**config.mk**
```make
export PLATFORM = sky130hd
export DESIGN_NAME = nsc_parser
export DESIGN_NICKNAME = d
export VERILOG_FILES = /design/src/rtl/nsc_pkg.sv /design/src/rtl/nsc_parser.sv
export SDC_FILE = /design/constraint.sdc
export NUM_CORES = 1
export LEC_CHECK = 0
export BUFFER_PORTS_ARGS = -buffer_cell sky130_fd_sc_hd__buf_4
export CAP_MARGIN = 10
export CORE_AREA = 4 4 119 121
export DETAILED_ROUTE_END_ITERATION = 16
export DIE_AREA = 0 0 123 125
export PLACE_DENSITY = 0.78
export SLEW_MARGIN = 5
export SYNTH_ARGS = -nofsm -noshare
export SYNTH_HDL_FRONTEND = slang
export SYNTH_SLANG_ARGS = --single-unit
```
**constraint.sdc**
```tcl
create_clock -name clk -period 5.7 [get_ports clk]
set_input_delay 0.285 -clock clk [delete_from_list [all_inputs] [get_ports clk]]
set_output_delay 0.285 -clock clk [all_outputs]
set_load 0.05 [all_outputs]
```
**src/rtl/nsc_pkg.sv**
```systemverilog
// Shared types, constants and helper functions for the NMEA sentence checker.
package nsc_pkg;

    localparam int FIELD_LIMIT_DEF  = 20;
    localparam int MAX_SENTENCE_DEF = 128;

    localparam logic [1:0] STATUS_OK       = 2'd0;
    localparam logic [1:0] STATUS_BAD      = 2'd1;
    localparam logic [1:0] STATUS_OVERFLOW = 2'd2;

    localparam logic [7:0] CH_COMMA = 8'h2C;
    localparam logic [7:0] CH_STAR  = 8'h2A;
    localparam logic [7:0] CH_R     = 8'h52;
    localparam logic [7:0] CH_M     = 8'h4D;
    localparam logic [7:0] CH_C     = 8'h43;

    typedef struct packed {
        logic [1:0]  status;
        logic        is_rmc;
        logic [7:0]  fix_char;
        logic [15:0] speed_whole;
        logic [15:0] course_whole;
        logic [4:0]  field_total;
        logic [7:0]  sum_seen;
    } nsc_result_t;

    function automatic logic is_sep(input logic [7:0] c);
        return (c == CH_COMMA) || (c == CH_STAR);
    endfunction

    function automatic logic is_digit(input logic [7:0] c);
        return (c >= 8'h30) && (c <= 8'h39);
    endfunction

    // {valid, value} of one hex character, upper or lower case
    function automatic logic [4:0] hex_decode(input logic [7:0] c);
        logic [4:0] r;
        r = 5'd0;
        if (c >= 8'h30 && c <= 8'h39) begin
            r = {1'b1, c[3:0]};
        end
        else if ((c >= 8'h41 && c <= 8'h46) || (c >= 8'h61 && c <= 8'h66)) begin
            r = {1'b1, 4'(c[3:0] + 4'd9)};
        end
        return r;
    endfunction

    // acc * 10 + d, saturated at the 16-bit maximum
    function automatic logic [15:0] add_digit(input logic [15:0] acc, input logic [3:0] d);
        logic [19:0] v;
        v = {1'b0, acc, 3'b000} + {3'b000, acc, 1'b0} + {16'd0, d};
        return (v > 20'd65535) ? 16'hFFFF : v[15:0];
    endfunction

endpackage

```
**src/rtl/nsc_parser.sv**
```systemverilog
// Per-sentence parse state and the single-step update for one character.
module nsc_parser #(
    parameter int FIELD_LIMIT  = nsc_pkg::FIELD_LIMIT_DEF,
    parameter int MAX_SENTENCE = nsc_pkg::MAX_SENTENCE_DEF
) (
    input  logic                clk,
    input  logic                rst_n,
    input  logic                step,
    input  logic [7:0]          data_byte,
    input  logic                end_flag,
    output nsc_pkg::nsc_result_t result
);
    import nsc_pkg::*;

    localparam int POS_W   = $clog2(MAX_SENTENCE + 2);
    localparam int SEP_CAP = (FIELD_LIMIT + 1 > 31) ? 31 : FIELD_LIMIT + 1;
    localparam logic [POS_W-1:0] POS_SAT = POS_W'(MAX_SENTENCE + 1);
    localparam logic [POS_W-1:0] POS_MAX = POS_W'(MAX_SENTENCE);

    logic [7:0]       xor_reg,      xor_next;
    logic [POS_W-1:0] pos_reg,      pos_next;
    logic [23:0]      tail_reg,     tail_next;
    logic [4:0]       sep_reg,      sep_next;
    logic [2:0]       type_reg,     type_next;
    logic [7:0]       letter_reg,   letter_next;
    logic [15:0]      speed_reg,    speed_next;
    logic [15:0]      course_reg,   course_next;
    logic [1:0]       open_reg,     open_next;
    logic             ovf_reg,      ovf_next;

    logic [4:0] hi_dec;
    logic [4:0] lo_dec;
    logic       bad;
    logic       rmc;
    logic [1:0] status;

    always_comb
    begin
        xor_next    = (pos_reg >= POS_W'(4)) ? (xor_reg ^ tail_reg[23:16]) : xor_reg;
        tail_next   = {tail_reg[15:0], data_byte};
        type_next   = type_reg;
        sep_next    = sep_reg;
        ovf_next    = ovf_reg;
        letter_next = letter_reg;
        speed_next  = speed_reg;
        course_next = course_reg;
        open_next   = open_reg;

        if (pos_reg == POS_W'(3) && data_byte != CH_R) type_next[0] = 1'b0;
        if (pos_reg == POS_W'(4) && data_byte != CH_M) type_next[1] = 1'b0;
        if (pos_reg == POS_W'(5) && data_byte != CH_C) type_next[2] = 1'b0;

        if (is_sep(data_byte)) begin
            if (sep_reg >= 5'(FIELD_LIMIT)) ovf_next = 1'b1;
            if (sep_reg < 5'(SEP_CAP)) sep_next = sep_reg + 5'd1;
        end
        else begin
            // first character right after the second separator
            if (sep_reg == 5'd2 && is_sep(tail_reg[7:0])) letter_next = data_byte;
            if (sep_reg == 5'd7 && open_reg[0]) begin
                if (is_digit(data_byte)) speed_next = add_digit(speed_reg, data_byte[3:0]);
                else open_next[0] = 1'b0;
            end
            if (sep_reg == 5'd8 && open_reg[1]) begin
                if (is_digit(data_byte)) course_next = add_digit(course_reg, data_byte[3:0]);
                else open_next[1] = 1'b0;
            end
        end

        pos_next = (pos_reg < POS_SAT) ? pos_reg + POS_W'(1) : pos_reg;

        hi_dec = hex_decode(tail_next[15:8]);
        lo_dec = hex_decode(tail_next[7:0]);
        bad = (pos_next < POS_W'(4)) || (pos_next > POS_MAX) || !hi_dec[4] || !lo_dec[4]
              || ({hi_dec[3:0], lo_dec[3:0]} != xor_next);
        if (bad) status = STATUS_BAD;
        else if (ovf_next) status = STATUS_OVERFLOW;
        else status = STATUS_OK;

        rmc = (status == STATUS_OK) && (pos_next >= POS_W'(6)) && (type_next == 3'b111);

        result.status       = status;
        result.is_rmc       = rmc;
        result.fix_char     = rmc ? letter_next : 8'd0;
        result.speed_whole  = rmc ? speed_next : 16'd0;
        result.course_whole = rmc ? course_next : 16'd0;
        result.field_total  = sep_next;
        result.sum_seen     = xor_next;
    end

    always_ff @(posedge clk or negedge rst_n)
    begin
        if (!rst_n) begin
            xor_reg    <= '0;
            pos_reg    <= '0;
            tail_reg   <= '0;
            sep_reg    <= '0;
            type_reg   <= 3'b111;
            letter_reg <= '0;
            speed_reg  <= '0;
            course_reg <= '0;
            open_reg   <= 2'b11;
            ovf_reg    <= 1'b0;
        end
        else if (step) begin
            if (end_flag) begin
                // sentence done: drop all state back to the start condition
                xor_reg    <= '0;
                pos_reg    <= '0;
                tail_reg   <= '0;
                sep_reg    <= '0;
                type_reg   <= 3'b111;
                letter_reg <= '0;
                speed_reg  <= '0;
                course_reg <= '0;
                open_reg   <= 2'b11;
                ovf_reg    <= 1'b0;
            end
            else begin
                xor_reg    <= xor_next;
                pos_reg    <= pos_next;
                tail_reg   <= tail_next;
                sep_reg    <= sep_next;
                type_reg   <= type_next;
                letter_reg <= letter_next;
                speed_reg  <= speed_next;
                course_reg <= course_next;
                open_reg   <= open_next;
                ovf_reg    <= ovf_next;
            end
        end
    end

endmodule

```
==> results.json <==
{
  "slew_headroom_pct": 33.6,
  "async_flop_share_pct": 100,
  "clockBufferDepth": 2,
  "first_iter_violations": 513,
  "tns_ps": 0,
  "post-synth-top-count-cell": "dfrtp_1",
  "fin_worst_skew_ps": 9.65,
  "synth_edf_count": 0,
  "switching_share_pct": 28.9,
  "topRoutingLayerUsed": "met4",
  "grt_max_degree": 76,
  "worstMarginPinSlew_ps": 988,
  "switchingPower_uw": 466,
  "reg2reg_to": "speed_reg[15]$_DFFE_PN0P_",
  "maxCapViolations": 0,
  "htreeDepth": 3,
  "crit_path_max_fanout": 16,
  "rsz0062_at_grt": "false",
  "fill_cells": 1096,
  "worstPathCellList": "fa_1, fa_1, a21oi_1, o2111ai_1, a31oi_1, o21ai_1, a221oi_1, xnor2_1, or2_1, nor3_1, a211oi_2, buf_4",
  "grt_pass1_vias": 6572,
  "final_layout_size_suffix_gt1_share_pct": 15.5,
  "met1Wirelength_mm": 8.97,
  "antenna_left": 0,
  "post-route-min-period_ps": 4690,
  "antenna_cells": 0,
  "core_area_mm2": 0.0131,
  "clock.fmax_ghz": 0.213,
  "netlist_top_cells_count": "dfrtp_1, nor2_1, o21ai_0, ha_1, a21oi_1",
  "status": "complete, no violations",
  "setup_violations": 0,
  "power.density_mw_per_mm2": 188,
  "seq_power_share_pct": 43.6,
  "tritoncts": "built",
  "clk_latency_ps": 360,
  "critPathBufInv": 1,
  "period_share_pct": 82.3,
  "start_util_pct": 58.6,
  "track_usage_pct": 26.3,
  "required_ps": 5410,
  "power_frac_clock_pct": 41.4,
  "endpoint_kind": "output port",
  "wl_met2_mm": 9.58,
  "vias_per_cell": 6.24,
  "power_leakage_nw": 3.91,
  "syn_to_final_growth_pct": 12.0,
  "synth-main-ff-cell": "dfrtp_1",
  "cts_sinks": 91,
  "dr.pass1.iters": 5,
  "synth_top_area_cell": "dfrtp_1",
  "synth_warnings": 0,
  "pin_count": 68,
  "yosysUniqueCellTypes": 74,
  "vias": 6973,
  "hp-class": "in2reg",
  "cts_root_buffer": "clkbuf_16",
  "dp.cells": 1101,
  "yosys-top-cells-area": "dfrtp_1, ha_1, o21ai_0",
  "hold-path-cell-count": 3,
  "worst_ir_drop_vdd_mv": 0.139,
  "port_buffers": 67,
  "yosys_register_bits": 91,
  "cts_buffers": 9,
  "hold_viol": 0,
  "ff2ff_setup_slack_ps": 1730,
  "drc": 0,
  "netlist.area_leader.share_pct": 28.1,
  "cp_data_arrival_time_ps": 4410,
  "wl_mm": 20.1,
  "worst_setup_path_start_kind": "flip-flop",
  "cts.clk_slew.worst_paths_ps": 70,
  "synth_cells": 901,
  "routabilityCongestion": 0.918,
  "syn_nets": 995,
  "ff2ff_path_depth": 11,
  "hp-start": "data_byte[6]",
  "internal-power_mw": 1.15,
  "gr-total-overflow": 0,
  "syn_area_mm2": 0.00766,
  "utilization_pct": 65.6,
  "rr_startpoint": "speed_reg[0]$_DFFE_PN0P_",
  "fin_ws_ps": 1010,
  "largest_register_ffs": 24,
  "p_total_mw": 1.62,
  "antenna_found_initial": 0,
  "cts_setup_buffers": 0,
  "placementRows": 42,
  "report.final.slew_viol_count": 0,
  "ys_seq_area_share_pct": 29.8,
  "avgSynthCellArea_um2": 8.51,
  "p_comb_share_pct": 15.0,
  "wire_per_inst_um": 18.0,
  "hpwl_mm": 14.0,
  "grt_pass1_wl_mm": 32.9,
  "crit_family": "compound AO/OA/AOI/OAI gates",
  "fin_nets": 1031,
  "fp.dieH_um": 125,
  "die_area_mm2": 0.0154,
  "dpl_worst_slack_ps": 1390,
  "holdPathEnd": "tail_reg[6]$_DFFE_PN0P_",
  "die_w_um": 123,
  "layoutNonFillerInstCount": 1118,
  "cpMostUsedCell": "fa_1",
  "slowest_delay_ps": 520,
  "wl_met3_mm": 1.19,
  "critical_path_class": "reg2out",
  "crit_slowest_cell": "fa_1"
}
-- cells in the final DEF (no fill, tap or decap), drive strengths merged, types with 4 or more instances in the layout --
cell type and instances:
or2 4, or3 7, nor4 8, and3 6, dfrtp 86, a22o 7
o21a 7, a21o 17, o21ai 86, nor3 35, xor2 13, nand4 9
dfstp 5, nand3 17, nor3b 16, o22ai 13, a22oi 9, inv 58
o21bai 4, xnor2 27, a211oi 32, nor2 84, ha 78, clkbuf 9
o2bb2ai 8, buf 75, a31oi 9, o211ai 4, o31ai 10, nand2 55
fa 4, nand2b 10, a21oi 66, nand3b 13
-- routing by layer --
| layer | global-route usage (%) | up-vias |
|---|---|---|
| met2 | 42.5 | 221 |
| li1 | - | 3344 |
| met3 | 5.56 | 30 |
| met5 | 0 | - |
| met1 | 36.2 | 3378 |
| met4 | 6.38 | 0 |
-- timing repair --
action,CTS,global route
hold buffers,1,0
resized for setup,0,0
hold endpoints to repair,16,0
-- kinds of logic (layout without fill, tap and decap cells) --
| logic type | count (synthesis) | after routing | synth area share [%] |
|---|---|---|---|
| DFF | 91 | 91 | 29.8 |
| muxes | 5 | 5 | 0.686 |
| adders and majority gates | 82 | 82 | 13.8 |
| AOI/OAI and AO/OA | 293 | 293 | 25.9 |
| buffers and inverters | 108 | 149 | 5.86 |
| and+or+nand+nor | 282 | 282 | 19.4 |
| xor gates and xnor gates | 40 | 40 | 4.57 |
-- worst min-delay path: stages --
cell      delay [ps]
buf_4            120
nand3b_1          70
o21ai_0           70
-- power by group through the flow --
stage                     sequential (mW)  clock (mW)  combinational (mW)
after floorplan                     0.707           0               0.174
after global placement              0.714           0               0.236
after detailed placement            0.715           0               0.240
after CTS                           0.703       0.678               0.243
after global routing                0.707       0.706               0.272
final                               0.704       0.670               0.242
-- layout make-up --
cell class	instances	area (µm²)	share of cell area (%)
Inverter	57	214	2.49
Clock buffer	9	225	2.62
Multi-Input combinational cell	702	4960	57.8
Tap cell	176	220	2.57
Clock inverter	7	101	1.18
Timing Repair Buffer	76	573	6.68
Sequential cell	91	2280	26.6
-- metrics by stage --
stage | area (µm²) | hold WS [ps]
after floorplan | 7660 | -10.6
after global placement | 8240 | 164
after detailed placement | 8240 | 170
after CTS | 8580 | 227
after global routing | 8580 | 249
final | 8580 | 231
-- how the worst max path moves through the flow --
stage	from	end	slack (ps)	depth (start not counted)
final	speed_reg[0]$_DFFE_PN0P_	result[30]	1010	12
after global routing	speed_reg[0]$_DFFE_PN0P_	result[44]	710	12
after CTS	speed_reg[0]$_DFFE_PN0P_	result[44]	1060	12
after detailed placement	data_byte[3]	result[44]	1390	13
after global placement	data_byte[3]	result[44]	1460	13
after floorplan	pos_reg[7]$_DFFE_PN0P_	result[13]	1240	10
No activity file was read; power rests on OpenSTA's default activity.
